==> src/rtl/rmnh_pkg.sv <==
// Shared types, constants and the multiply-accumulate microprogram
// for the ray/mesh nearest-hit block. No dependencies.
package rmnh_pkg;

    localparam int COORD_BITS_DEF = 24;
    localparam int ID_BITS_DEF    = 16;
    localparam int DIR_W          = 16;
    localparam int TOL_W          = 16;
    localparam int DIST_W         = 26;
    localparam int FRAC_SHIFT     = 14;
    localparam int CFG_IDX_W      = 3;
    localparam int STEP_W         = 6;
    localparam int GROUP_OPS      = 6;
    localparam int CROSS_OPS      = 2 * GROUP_OPS;
    localparam int NUM_MUL_OPS    = CROSS_OPS + 4 * GROUP_OPS;
    localparam int DIV_STEPS      = DIST_W + 1;

    // configuration register indexes
    localparam logic [CFG_IDX_W-1:0] CFG_ORG_X = 3'd0;
    localparam logic [CFG_IDX_W-1:0] CFG_ORG_Y = 3'd1;
    localparam logic [CFG_IDX_W-1:0] CFG_ORG_Z = 3'd2;
    localparam logic [CFG_IDX_W-1:0] CFG_DIR_X = 3'd3;
    localparam logic [CFG_IDX_W-1:0] CFG_DIR_Y = 3'd4;
    localparam logic [CFG_IDX_W-1:0] CFG_DIR_Z = 3'd5;
    localparam logic [CFG_IDX_W-1:0] CFG_MODE  = 3'd6;
    localparam logic [CFG_IDX_W-1:0] CFG_TOL   = 3'd7;

    // operand vectors: N = -dir, E1 = B-A, E2 = C-A, S = O-A
    localparam logic [1:0] V_N  = 2'd0;
    localparam logic [1:0] V_E1 = 2'd1;
    localparam logic [1:0] V_E2 = 2'd2;
    localparam logic [1:0] V_S  = 2'd3;

    // determinant slots
    localparam logic [1:0] DET_D = 2'd0;
    localparam logic [1:0] DET_T = 2'd1;
    localparam logic [1:0] DET_A = 2'd2;
    localparam logic [1:0] DET_B = 2'd3;

    typedef enum logic [1:0] {A_VEC, A_XHI, A_XLO} a_kind_t;
    typedef enum logic [1:0] {DST_NONE, DST_CROSS, DST_DET} dst_kind_t;

    typedef struct packed {
        a_kind_t   a_kind;
        logic [1:0] a_vec;
        logic       a_x;
        logic [1:0] a_comp;
        logic [1:0] b_vec;
        logic [1:0] b_comp;
        logic       shift;
        logic       neg;
        logic       first;
        dst_kind_t  dst_kind;
        logic       dst_x;
        logic [1:0] dst_c;
        logic [1:0] dst_d;
    } rmnh_op_t;

    typedef struct packed {
        logic              capture;
        logic              mul_go;
        logic [STEP_W-1:0] step;
        logic              eval1;
        logic              eval2;
        logic              div_go;
        logic              update;
        logic              emit;
    } rmnh_cmd_t;

    typedef struct packed {
        logic cand;
        logic last;
        logic out_busy;
    } rmnh_sts_t;

    function automatic logic [1:0] next3(input logic [1:0] c);
        next3 = (c == 2'd2) ? 2'd0 : c + 2'd1;
    endfunction

    // Steps 0..11: C1 = E1 x E2, C2 = N x S (two products per component).
    // Steps 12..35: D = N.C1, Dt = S.C1, Da = E2.C2, Db = -E1.C2, each
    // cross component split into a high part (shifted) and a low part.
    function automatic rmnh_op_t op_decode(input logic [STEP_W-1:0] step);
        rmnh_op_t          op;
        logic [STEP_W-1:0] k;
        logic [1:0]        c;
        logic [1:0]        c1;
        logic [1:0]        c2;
        logic              grp;
        logic [1:0]        det;
        op  = '0;
        k   = '0;
        det = DET_D;
        if (step < STEP_W'(CROSS_OPS))
        begin
            grp = (step >= STEP_W'(GROUP_OPS));
            k   = grp ? step - STEP_W'(GROUP_OPS) : step;
            c   = k[2:1];
            c1  = next3(c);
            c2  = next3(c1);
            op.a_kind = A_VEC;
            op.a_vec  = grp ? V_N : V_E1;
            op.b_vec  = grp ? V_S : V_E2;
            if (!k[0])
            begin
                op.a_comp = c1;
                op.b_comp = c2;
                op.first  = 1'b1;
            end
            else
            begin
                op.a_comp   = c2;
                op.b_comp   = c1;
                op.neg      = 1'b1;
                op.dst_kind = DST_CROSS;
                op.dst_x    = grp;
                op.dst_c    = c;
            end
        end
        else
        begin
            k = step - STEP_W'(CROSS_OPS);
            if (k < STEP_W'(GROUP_OPS))
            begin
                det = DET_D;
            end
            else if (k < STEP_W'(2 * GROUP_OPS))
            begin
                det = DET_T;
                k   = k - STEP_W'(GROUP_OPS);
            end
            else if (k < STEP_W'(3 * GROUP_OPS))
            begin
                det = DET_A;
                k   = k - STEP_W'(2 * GROUP_OPS);
            end
            else
            begin
                det = DET_B;
                k   = k - STEP_W'(3 * GROUP_OPS);
            end
            c = k[2:1];
            op.a_kind = k[0] ? A_XLO : A_XHI;
            op.shift  = !k[0];
            op.a_x    = det[1];
            op.a_comp = c;
            op.b_comp = c;
            case (det)
                DET_D:   op.b_vec = V_N;
                DET_T:   op.b_vec = V_S;
                DET_A:   op.b_vec = V_E2;
                default: op.b_vec = V_E1;
            endcase
            op.neg   = (det == DET_B);
            op.first = (k == '0);
            if (k == STEP_W'(GROUP_OPS - 1))
            begin
                op.dst_kind = DST_DET;
                op.dst_d    = det;
            end
        end
        return op;
    endfunction

endpackage

==> src/rtl/rmnh_ctrl.sv <==
// Sequencer for the nearest-hit block: walks the multiply program,
// the hit test, the serial divider and the result transfer. Uses rmnh_pkg.
module rmnh_ctrl
    import rmnh_pkg::*;
(
    input  logic      clk,
    input  logic      rst_n,
    input  logic      in_valid,
    output logic      in_ready,
    input  rmnh_sts_t sts,
    output rmnh_cmd_t cmd
);

    typedef enum logic [2:0] {
        S_IDLE, S_MUL, S_DRAIN, S_EVAL1, S_EVAL2, S_DIV, S_UPD, S_FIN
    } state_t;

    state_t            state_reg;
    logic [STEP_W-1:0] step_reg;

    always_ff @(posedge clk or negedge rst_n)
    begin
        if (!rst_n)
        begin
            state_reg <= S_IDLE;
            step_reg  <= '0;
        end
        else
        begin
            case (state_reg)
                S_IDLE:
                begin
                    step_reg <= '0;
                    if (in_valid)
                        state_reg <= S_MUL;
                end
                S_MUL:
                begin
                    if (step_reg == STEP_W'(NUM_MUL_OPS - 1))
                        state_reg <= S_DRAIN;
                    else
                        step_reg <= step_reg + 1'b1;
                end
                S_DRAIN: state_reg <= S_EVAL1;
                S_EVAL1: state_reg <= S_EVAL2;
                S_EVAL2:
                begin
                    step_reg  <= '0;
                    state_reg <= sts.cand ? S_DIV : S_FIN;
                end
                S_DIV:
                begin
                    if (step_reg == STEP_W'(DIV_STEPS - 1))
                        state_reg <= S_UPD;
                    else
                        step_reg <= step_reg + 1'b1;
                end
                S_UPD: state_reg <= S_FIN;
                S_FIN:
                begin
                    if (!sts.last || !sts.out_busy)
                        state_reg <= S_IDLE;
                end
                default: state_reg <= S_IDLE;
            endcase
        end
    end

    assign in_ready = (state_reg == S_IDLE);

    always_comb
    begin
        cmd         = '0;
        cmd.capture = (state_reg == S_IDLE) && in_valid;
        cmd.mul_go  = (state_reg == S_MUL);
        cmd.step    = step_reg;
        cmd.eval1   = (state_reg == S_EVAL1);
        cmd.eval2   = (state_reg == S_EVAL2);
        cmd.div_go  = (state_reg == S_DIV);
        cmd.update  = (state_reg == S_UPD);
        cmd.emit    = (state_reg == S_FIN) && sts.last && !sts.out_busy;
    end

endmodule

==> config.mk <==
export PLATFORM = sky130hd
export DESIGN_NAME = rmnh_ctrl
export DESIGN_NICKNAME = d
export VERILOG_FILES = /design/src/rtl/rmnh_pkg.sv /design/src/rtl/rmnh_ctrl.sv
export SDC_FILE = /design/constraint.sdc
export NUM_CORES = 1
export LEC_CHECK = 0
export BUFFER_PORTS_ARGS = -buffer_cell sky130_fd_sc_hd__clkbuf_2
export CORE_UTILIZATION = 40
export CTS_BUF_LIST = sky130_fd_sc_hd__clkbuf_4 sky130_fd_sc_hd__clkbuf_8
export CTS_CLUSTER_SIZE = 25
export DETAILED_ROUTE_END_ITERATION = 8
export GPL_TIMING_DRIVEN = 0
export PLACE_DENSITY = 0.76
export SETUP_SLACK_MARGIN = 0.1
export SLEW_MARGIN = 20
export SYNTH_ARGS = -nofsm -noshare
export SYNTH_HDL_FRONTEND = slang
export SYNTH_SLANG_ARGS = --single-unit
==> constraint.sdc <==
create_clock -name clk -period 1.85 [get_ports clk]
set_input_delay 0.37 -clock clk [delete_from_list [all_inputs] [get_ports clk]]
set_output_delay 0.37 -clock clk [all_outputs]
set_load 0.005 [all_outputs]
Word-level counts from Yosys, hierarchy flattened
Cells that the tools add are included.
{"block": "totals", "mem_count": 0, "input_bits": 6, "output_inout_bits": 14, "latchBits": 0, "ram_bits": 0, "register_bits": 9, "mem_bits_ro": 0, "wordCells": 38}
{"block": "op_classes", "mux": 9, "n_mul": 0, "addsub": 1, "n_eq_ne": 15, "shifts": 0, "div": 0, "n_lt_le_gt_ge": 0, "bitwise": 0, "reduce_logical": 11}
{"op": "$pmux 3 s8", "n": 1}
{"op": "$pmux 6 s3", "n": 1}
{"op": "$eq 3x3->1 const B", "n": 4}
{"op": "$mux 3", "n": 4}
{"op": "$mux 6", "n": 2}
{"op": "$ne 2x2->1 const B", "n": 4}
{"op": "$add 6x1->6 const B", "n": 1}
{"op": "$eq 3x2->1 const B", "n": 2}
{"op": "$eq 6x5->1 const B", "n": 1}
{"op": "$eq 6x6->1 const B", "n": 1}
{"op": "$ne 2x1->1 const B", "n": 2}
{"op": "$reduce_and 4->1", "n": 1}
{"op": "$eq 3x1->1 const B", "n": 1}
{"op": "$logic_and 1x1->1", "n": 3}
{"op": "$logic_not 3->1", "n": 1}
{"op": "$reduce_and 3->1", "n": 1}
{"op": "$reduce_bool 3->1", "n": 1}
{"op": "$logic_not 1->1", "n": 2}
{"op": "$mux 2", "n": 1}
{"op": "$reduce_or 2->1", "n": 1}
{"op": "$logic_or 1x1->1", "n": 1}

Depth between registers and ports, before layout
Gate-level depths: netlist of the first run.
{"block": "logic_depth", "ltp_word": 4, "depth_mapped": 6, "mapped_depth_nobuf": 6}

Worst setup path before layout of the first run
OpenSTA, ideal clock, no wires.
{"block": "synth_path", "path_type": "register to register", "startpoint": "register step_reg[0]", "endpoint": "register step_reg[0]", "arrival_time_ns": 1.553, "setup_ns": 0.126, "setup_slack_ns": 0.171, "path_stages_with_launch": 7, "synth_period_minus_slack_ns": 1.679, "t_required_ns": 1.724, "path_buffers": 0, "cell_sequence": "dfrtp_1 inv_1 ha_1 nand4b_1 or3b_4 and2_4 a221o_1"}
{"block": "synth_via", "elab_chain_cells": 3, "elab_cells_between_ends": 9, "cone_classes": "add/sub: 1; eq/ne: 4; mux: 3; reduce/logical: 1"}
{"item": "start, declared", "line": "rmnh_ctrl.sv:19", "text": "logic [STEP_W-1:0] step_reg;"}
{"item": "start signal, assigned", "line": "rmnh_ctrl.sv:42", "text": "step_reg <= step_reg + 1'b1;"}
{"item": "start signal, assigned", "line": "rmnh_ctrl.sv:56", "text": "step_reg <= step_reg + 1'b1;"}
{"item": "$add 6x1->6 (tied with other cells)", "line": "rmnh_ctrl.sv:42, rmnh_ctrl.sv:56"}
{"item": "$mux 6 (tied with other cells)", "line": "rmnh_ctrl.sv:53", "text": "if (step_reg == STEP_W'(DIV_STEPS - 1))"}
{"item": "$pmux 6 s3 / $reduce_and 3->1 (equally long branches)"}
Parallel ways exist; a longest one is shown, timed or not. The select of a mux whose other input is x is not followed.
A chain may end at the register's enable or synchronous reset.

Final worst setup path of the first run
Ends and elaborated chain as after synthesis.

==> impl_metrics.ini, run 1 <==
[status]
outcome = finished with violations
failed_checks = design-rule violations

[logic_synthesis]
synth_top_area_share = 0.347
syn_nets = 85
synth.distinct_cells = 32
synthesis.area_um2 = 648
yosysTopAreaCell = dfrtp_1
yosysWarnings = 0
yosys-top-cells-count = 9 x dfrtp_1, 9 x nand2_1, 6 x a21oi_1, 6 x nor2_1
synthCells = 77
yosys-top-cells-area = dfrtp_1 35%, nand2_1 5.2%, a21oi_1 4.6%
yosysSeqAreaShare = 0.347
synth-edff-count = 0
synth_ff_type = dfrtp_1
synth_area_per_cell_um2 = 8.42
ys_ff_latch = 9
synthArstFlopShare = 1.00

[drt]
drt.antenna.violating_nets = 0
wl_per_cell_um = 13.4
firstDrtPassIters = 6
drt_iter0_drc = 21
num_vias = 684
wl_um = 1610
viasPerCell = 5.70
drc = 1

[clock_network]
cts_root_buf = clkbuf_4
worstSkewPairLatency_ns = 0.27
cts_tree = yes
clock_sinks = 9
cts_max_level = 1
path_clk_slew_ns = 0.06
cts_inserted_buffers = 3
clockBufferDepth = 2

[sta]
rsz0062_at_grt = yes
slew_viol_final = 0
max_freq_ghz = 0.575
setup-tns-final_ns = 0
slew_headroom = 0.765
layout_setup_ws_ns = 0.110
worst_slew_pin_slew_ns = 0.349
hold_ws_ns = 0.407
hold_viol_final = 0
finalClockSkew_ns = 0.00217
final-setup-viol-count = 0
period_minus_slack_ns = 1.74
finalCritPeriodShare = 0.940

[setup_path]
worst_r2r_startpoint = step_reg[0]
required_ns = 2.00
crit_path_end_kind = flop
crit_path_max_incr_delay_ns = 0.42
r2r_setup_slack_ns = 0.11
worstSetupStartpoint = step_reg[0]
cp_data_arrival_time_ns = 1.89
crit_buf_inv = 1
path_class = flop to flop
crit_fanout = 4
cp-start-kind = flop
cp_cell_sequence = inv_1 > ha_1 > nand4b_1 > or3b_4 > and2_4 > a221o_1
crit_family = simple AND/OR/NAND/NOR gates
cpMaxStageDelayCell = or3b_4

[cells_and_area]
final_layout_size_suffix_gt1_frac = 0.375
num_antenna_cells = 0
largest_reg_flops = 6
multiInputGateArea_um2 = 382
seq_area_um2 = 225
area_growth_pct = 30.5
final_core_util = 0.561
final_cells = 120
fillers = 147
final_nets = 113

[pwr]
power.share.combinational = 0.589
swShare = 0.418
powerDensity_mw_per_mm2 = 1450
p_leak_nw = 0.421
seq_power_share = 0.269
p_sw_uw = 511
intPower_uw = 713
vdd_drop_max_mv = 0.657
p_clk_frac = 0.142

[global_route]
grt_pass1_wl_um = 2430
antenna_found_initial = 0
grt_pass1_vias = 572
grt_use_total = 0.182
grt-ovfl-total = 0
grt_max_degree = 11

[die]
core_mm2 = 0.00151
start_util = 0.430
die_h_um = 42.3
io_pins = 20
dieArea_mm2 = 0.00179
num_rows = 14
die_w_um = 42.3

[worst_hold_path]
hold_path_class = primary input to flop
min_from = sts[1]

[placement]
dp.cells = 112
port_buffers = 19
gp_routability_congestion = 0.861
hpwl_um = 1060
place_ws_ns = 0.0888

[job]
cap_violations = 0
power by group through the flow:
stage	clock network (mW)	registers [mW]	logic [mW]
floorplan	0	0.325	0.450
finish	0.174	0.329	0.721
detailed placement	0	0.334	0.626
CTS	0.177	0.323	0.674
global placement	0	0.332	0.621
global route	0.187	0.338	0.795
metrics by stage:
step / area, µm² / total power, mW
final: 846 / 1.22
after global routing: 846 / 1.32
after CTS: 821 / 1.17
after detailed placement: 763 / 0.960
after global placement: 763 / 0.953
after floorplan: 648 / 0.775
what timing repair did:
item / 4_1_cts / 5_1_grt
cloned: 0 / 0
hold buffers: 1 / 0
endpoints found under the setup margin: 7 / 7
resized for setup: 4 / 7
buffers inserted: 1 / 2
endpoints found under the hold margin: 9 / 0
pin swaps: 0 / 1
logic make-up (layout without fill, tap and decap cells):
kind of cell / count (synthesis) / after routing / share of synthesized area
adders and majority gates: 2 / 2 / 0.0386
and+or+nand+nor: 36 / 36 / 0.315
AOI/OAI and AO/OA: 21 / 21 / 0.224
buffers and inverters: 9 / 36 / 0.0753
DFF: 9 / 9 / 0.347
layout make-up:
type | count | area share
flip-flops and latches | 9 | 0.266
well taps | 16 | 0.0237
plain buffers | 5 | 0.0547
inverters | 4 | 0.0178
clock buffers | 4 | 0.0355
multi-input cells | 59 | 0.451
repair buffers | 23 | 0.151
cells in the final DEF (no fill, tap or decap), types with 2 or more instances in the layout:
cell type / instances
nor2b_1: 3
o31ai_1: 3
o21ai_0: 3
nor2_1: 6
buf_6: 3
clkbuf_4: 5
ha_1: 2
inv_1: 4
a21o_1: 2
nand4b_1: 2
nand3_1: 3
nor4_1: 2
a21oi_1: 6
buf_4: 3
dfrtp_1: 9
clkbuf_2: 20
nand2_1: 9
tightest hold or removal path: stages:
cell      delay (ns)
clkbuf_2        0.09
a21oi_1         0.06
a21oi_1         0.12
path summary, 6_finish.rpt:
check | cells past startpoint | endpoint
max | 6 | step_reg[0]
min | 3 | state_reg[2]
max reg2reg | 6 | step_reg[0]
min reg2reg | 1 | step_reg[3]
max in group asynchronous | 2 | step_reg[0]
min in group asynchronous | 2 | step_reg[5]
metal layers:
layer  share of wire  up-vias  global-route usage
met3           0.036        5              0.0259
met1            0.45      327               0.222
met2            0.49       25               0.298
met5               0        -                   0
met4           0.025        0               0.113
li1                -      327                   -
Power figures use the tool's default switching activity.
==> run 2: changes to the inputs <==
--- a/config.mk
+++ b/config.mk
@@ -5,13 +5,16 @@
 export SDC_FILE = /design/constraint.sdc
 export NUM_CORES = 1
 export LEC_CHECK = 0
-export BUFFER_PORTS_ARGS = -buffer_cell sky130_fd_sc_hd__clkbuf_2
+export ABC_CLOCK_PERIOD_IN_PS = 1850
+export CELL_PAD_IN_SITES_DETAIL_PLACEMENT = 1
+export CELL_PAD_IN_SITES_GLOBAL_PLACEMENT = 1
 export CORE_UTILIZATION = 40
 export CTS_BUF_LIST = sky130_fd_sc_hd__clkbuf_4 sky130_fd_sc_hd__clkbuf_8
 export CTS_CLUSTER_SIZE = 25
 export DETAILED_ROUTE_END_ITERATION = 8
+export DONT_BUFFER_PORTS = 1
 export GPL_TIMING_DRIVEN = 0
-export PLACE_DENSITY = 0.76
+export PLACE_DENSITY = 0.81
 export SETUP_SLACK_MARGIN = 0.1
 export SLEW_MARGIN = 20
 export SYNTH_ARGS = -nofsm -noshare
==> run 2 against run 1 <==
- the run now ends clean
- final area decreased by 9.9%
- utilization decreased by 5.6 points
- via count decreased by 8.0%
- highest routed layer unchanged
- count of clock-buffer cells in the layout unchanged
- die area unchanged
- cell count decreased by 16%
- largest power group unchanged
==> impl_metrics.ini, run 2 (synthesis results as in run 1) <==
[pwr]
vdd_drop_max_mv = 0.594
powerDensity_mw_per_mm2 = 1500
p_leak_nw = 0.332
p_total_mw = 1.14

[cells_and_area]
area_growth_pct = 17.6
num_antenna_cells = 0
final_layout_size_suffix_gt1_frac = 0.294
final_core_util = 0.506
final_cell_mix = 9 x nand2_1, 7 x dfrtp_1, 6 x nor2_1, 6 x a21oi_1, 4 x clkbuf_4
fillers = 180
final_nets = 94
largest_reg_flops = 6
final_common_cell = nand2_1

[global_route]
antenna_found_initial = 0
grt_max_degree = 11
grt_pass1_wl_um = 2970
grt_use_total = 0.225
grt_pass1_vias = 615
grt-ovfl-total = 0

[drt]
wl_um = 1850
wl_per_cell_um = 18.3
drc = 0
num_vias = 629
firstDrtPassIters = 4
drt.antenna.violating_nets = 0
drt_iter0_drc = 12
viasPerCell = 6.23

[clock_network]
path_clk_slew_ns = 0.06
clock_sinks = 9
cts_root_buf = clkbuf_4
cts_max_level = 1
cts_tree = yes
cts_inserted_buffers = 3
worstSkewPairLatency_ns = 0.26
clockBufferDepth = 2

[setup_path]
cp_cell_sequence = inv_2 > ha_4 > nand4b_1 > or3b_4 > and2_4 > a221o_1
cp-start-kind = flop
worst_r2r_startpoint = step_reg[0]
required_ns = 1.99
crit_path_max_incr_delay_ns = 0.47
worstSetupStartpoint = step_reg[0]
crit_buf_inv = 1
reg2regPathDepth = 6
crit_path_end_kind = flop
cpMaxStageDelayCell = dfrtp_2
rr_endpoint = step_reg[0]
crit_fanout = 7
r2r_setup_slack_ns = 0.08
path_class = flop to flop
crit_family = simple AND/OR/NAND/NOR gates
cp_data_arrival_time_ns = 1.92

[sta]
setup-tns-final_ns = 0
rsz0062_at_grt = yes
max_freq_ghz = 0.565
slew_headroom = 0.689
hold_viol_final = 0
period_minus_slack_ns = 1.77
final-setup-viol-count = 0
slew_viol_final = 0
finalCritPeriodShare = 0.957
worst_slew_pin_slew_ns = 0.466
finalClockSkew_ns = 0.00175

[die]
io_pins = 20
dieArea_mm2 = 0.00179
num_rows = 14
start_util = 0.430
die_w_um = 42.3
die_h_um = 42.3
core_mm2 = 0.00151

[status]
outcome = complete, no violations

[placement]
gp_routability_congestion = 0.792
port_buffers = 0

[worst_hold_path]
hold_path_end = state_reg[2]
hold_path_class = primary input to flop
hold_depth = 2
min_from = sts[0]

[job]
cap_violations = 0
run 2: repair_timing:
action | CTS | global route
hold buffers | 1 | 0
endpoints found under the hold margin | 9 | 0
resized for setup | 4 | 8
setup endpoints to repair | 7 | 4
pin swaps | 1 | 0
setup buffers | 2 | 1
run 2: per-layer routing:
metal | track usage | up-vias | wire (µm)
met5 | 0 | - | 0
met4 | 0.0938 | 0 | 13
met3 | 0.0517 | 2 | 39
met2 | 0.363 | 16 | 930
met1 | 0.288 | 317 | 869
li1 | - | 294 | -
run 2: worst reg2reg max path, stage by stage, from the launching register on:
cell      delay (ns)
dfrtp_2         0.47
inv_2           0.10
ha_4            0.12
nand4b_1        0.11
or3b_4          0.41
and2_4          0.16
a221o_1         0.29
run 2: metrics by stage:
step | cells | instance area, µm² | hold slack (ns) | setup slack (ns)
floorplan | 77 | 648 | 0.0744 | 0.171
global placement | 93 | 668 | 0.0746 | 0.0670
detailed placement | 93 | 668 | 0.0746 | 0.0499
CTS | 100 | 732 | 0.306 | 0.107
global route | 101 | 762 | 0.331 | 0.0182
finish | 101 | 762 | 0.313 | 0.0788
run 2: worst max path at each step:
stage | depth (start not counted) | to | slack, ns
floorplan | 6 | step_reg[0] | 0.17
global placement | 6 | step_reg[0] | 0.07
detailed placement | 6 | step_reg[0] | 0.05
CTS | 5 | step_reg[0] | 0.11
global route | 6 | step_reg[0] | 0.02
finish | 6 | step_reg[0] | 0.08
run 2: cell type report:
cell class | instances | area, µm² | share of cell area
sequential | 9 | 228 | 0.299
buffer | 5 | 37.5 | 0.0493
multi-input combinational | 59 | 399 | 0.524
tap | 16 | 20.0 | 0.0263
inverter | 4 | 15.0 | 0.0197
timing repair buffer | 4 | 32.5 | 0.0427
clock buffer | 4 | 30.0 | 0.0394
run 2: power by group:
group / total (mW) / internal (mW) / switching (mW)
Clock: 0.171 / 0.0980 / 0.0732
Combinational: 0.611 / 0.267 / 0.344
Sequential: 0.358 / 0.265 / 0.0932
==> run 3: changes to the inputs <==
--- a/config.mk
+++ b/config.mk
@@ -5,7 +5,7 @@
 export SDC_FILE = /design/constraint.sdc
 export NUM_CORES = 1
 export LEC_CHECK = 0
-export ABC_CLOCK_PERIOD_IN_PS = 1850
+export ABC_CLOCK_PERIOD_IN_PS = 2100
 export CELL_PAD_IN_SITES_DETAIL_PLACEMENT = 1
 export CELL_PAD_IN_SITES_GLOBAL_PLACEMENT = 1
 export CORE_UTILIZATION = 40
==> constraint.sdc (replaced) <==
create_clock -name clk -period 2.1 [get_ports clk]
set_input_delay 0.42 -clock clk [delete_from_list [all_inputs] [get_ports clk]]
set_output_delay 0.42 -clock clk [all_outputs]
set_load 0.005 [all_outputs]
==> run 3 against run 2 <==
- worst setup slack improved by 0.10 ns
- sequential power decreased by 15%
- global-route usage decreased by 1.3 points
- via count shrank 3.5%
- final area down 6.9%
- wire length shrank 7.6%
- utilization is 3.5 points lower
==> impl_metrics.ini, run 3 (synthesis results as in run 1) <==
[setup_path]
crit_fanout = 10
worstSetupStartpoint = state_reg[0]
cp-start-kind = flop
path_class = flop to output port
required_ns = 1.68
cp_data_arrival_time_ns = 1.50
crit_path_end_kind = output port
worst_r2r_startpoint = step_reg[0]

[die]
io_pins = 20
start_util = 0.430
die_w_um = 42.3
core_mm2 = 0.00151
die_h_um = 42.3
num_rows = 14
dieArea_mm2 = 0.00179

[sta]
slew_viol_final = 0
hold_ws_ns = 0.362
setup-tns-final_ns = 0
layout_setup_ws_ns = 0.182
worst_slew_pin_slew_ns = 0.477
finalClockSkew_ns = 0.00181
hold_viol_final = 0
period_minus_slack_ns = 1.92
rsz0062_at_grt = no
finalCritPeriodShare = 0.913
slew_headroom = 0.682
final-setup-viol-count = 0
max_freq_ghz = 0.522

[placement]
gp_routability_congestion = 0.792
port_buffers = 0
dpl_cell_area_um2 = 668
place_ws_ns = 0.300
dp.cells = 93

[worst_hold_path]
min_from = sts[0]
hold_path_class = primary input to flop

[cells_and_area]
largest_reg_flops = 6
final_layout_size_suffix_gt1_frac = 0.159
final_core_util = 0.471
final_cells = 98
num_antenna_cells = 0
area_growth_pct = 9.46
final_cell_mix = 9 x nand2_1, 9 x dfrtp_1, 6 x nor2_1, 6 x a21oi_1
fin_area_um2 = 709
final_nets = 91

[drt]
wl_met3_um = 59
viasPerCell = 6.19
firstDrtPassIters = 4
drc = 0
drt.antenna.violating_nets = 0
wl_um = 1710
wl_per_cell_um = 17.5
met2_length_um = 851
drt_iter0_drc = 11
num_vias = 607
dr.max_layer_used = met4
wl_met1_um = 786

[global_route]
grt_max_degree = 11
grt_pass1_vias = 565
grt-ovfl-total = 0
grt_pass1_wl_um = 2770
antenna_found_initial = 0
grt_use_total = 0.212

[clock_network]
clock_sinks = 9
path_clk_slew_ns = 0.07
cts_root_buf = clkbuf_4
clockBufferDepth = 2
cts_inserted_buffers = 3
cts_tree = yes
cts_max_level = 1
worstSkewPairLatency_ns = 0.26

[status]
outcome = complete, no violations

[pwr]
p_total_uw = 956
powerDensity_mw_per_mm2 = 1350
vdd_drop_max_mv = 0.450
p_leak_nw = 0.313

[job]
cap_violations = 0
## run 3: report_power, final
group	switching, mW	internal [mW]	leakage (nW)	total [mW]
combinational	0.283	0.217	0.180	0.500
clock	0.0670	0.0863	0.0184	0.153
sequential	0.0729	0.230	0.115	0.303
## run 3: repair_timing
item	CTS	global route
setup buffers	0	0
resized for setup	1	0
endpoints found under the hold margin	9	0
setup endpoints to repair	1	0
hold buffers	1	0
## run 3: path summary, 6_finish.rpt
path                                end  slack, ns  depth (start not counted)
max                              cmd[4]       0.18                          4
min                        state_reg[2]       0.36                          2
max reg2reg                 step_reg[0]       0.26                          6
min reg2reg                 step_reg[3]       0.64                          1
max in group asynchronous   step_reg[0]       1.24                          1
min in group asynchronous   step_reg[2]       0.54                          1
## run 3: per-layer routing
| layer | track usage | vias to the layer above |
|---|---|---|
| met5 | 0 | - |
| met4 | 0.0938 | 0 |
| met3 | 0.0517 | 2 |
| met2 | 0.332 | 15 |
| met1 | 0.274 | 306 |
| li1 | - | 284 |
## run 3: final cells by class
type / instances / area [µm²]
buffer: 5 / 35.0
clock buffer: 4 / 30.0
fill: 183 / 797
inverter: 4 / 15.0
multi-input combinational: 59 / 374
sequential: 9 / 225
tap: 16 / 20.0
timing repair buffer: 1 / 10.0
## run 3: critical path: stages (launching register included)
cell and delay, ns:
dfrtp_1 0.32, clkbuf_1 0.38, clkbuf_2 0.31, nand2_1 0.10, nor2_1 0.12
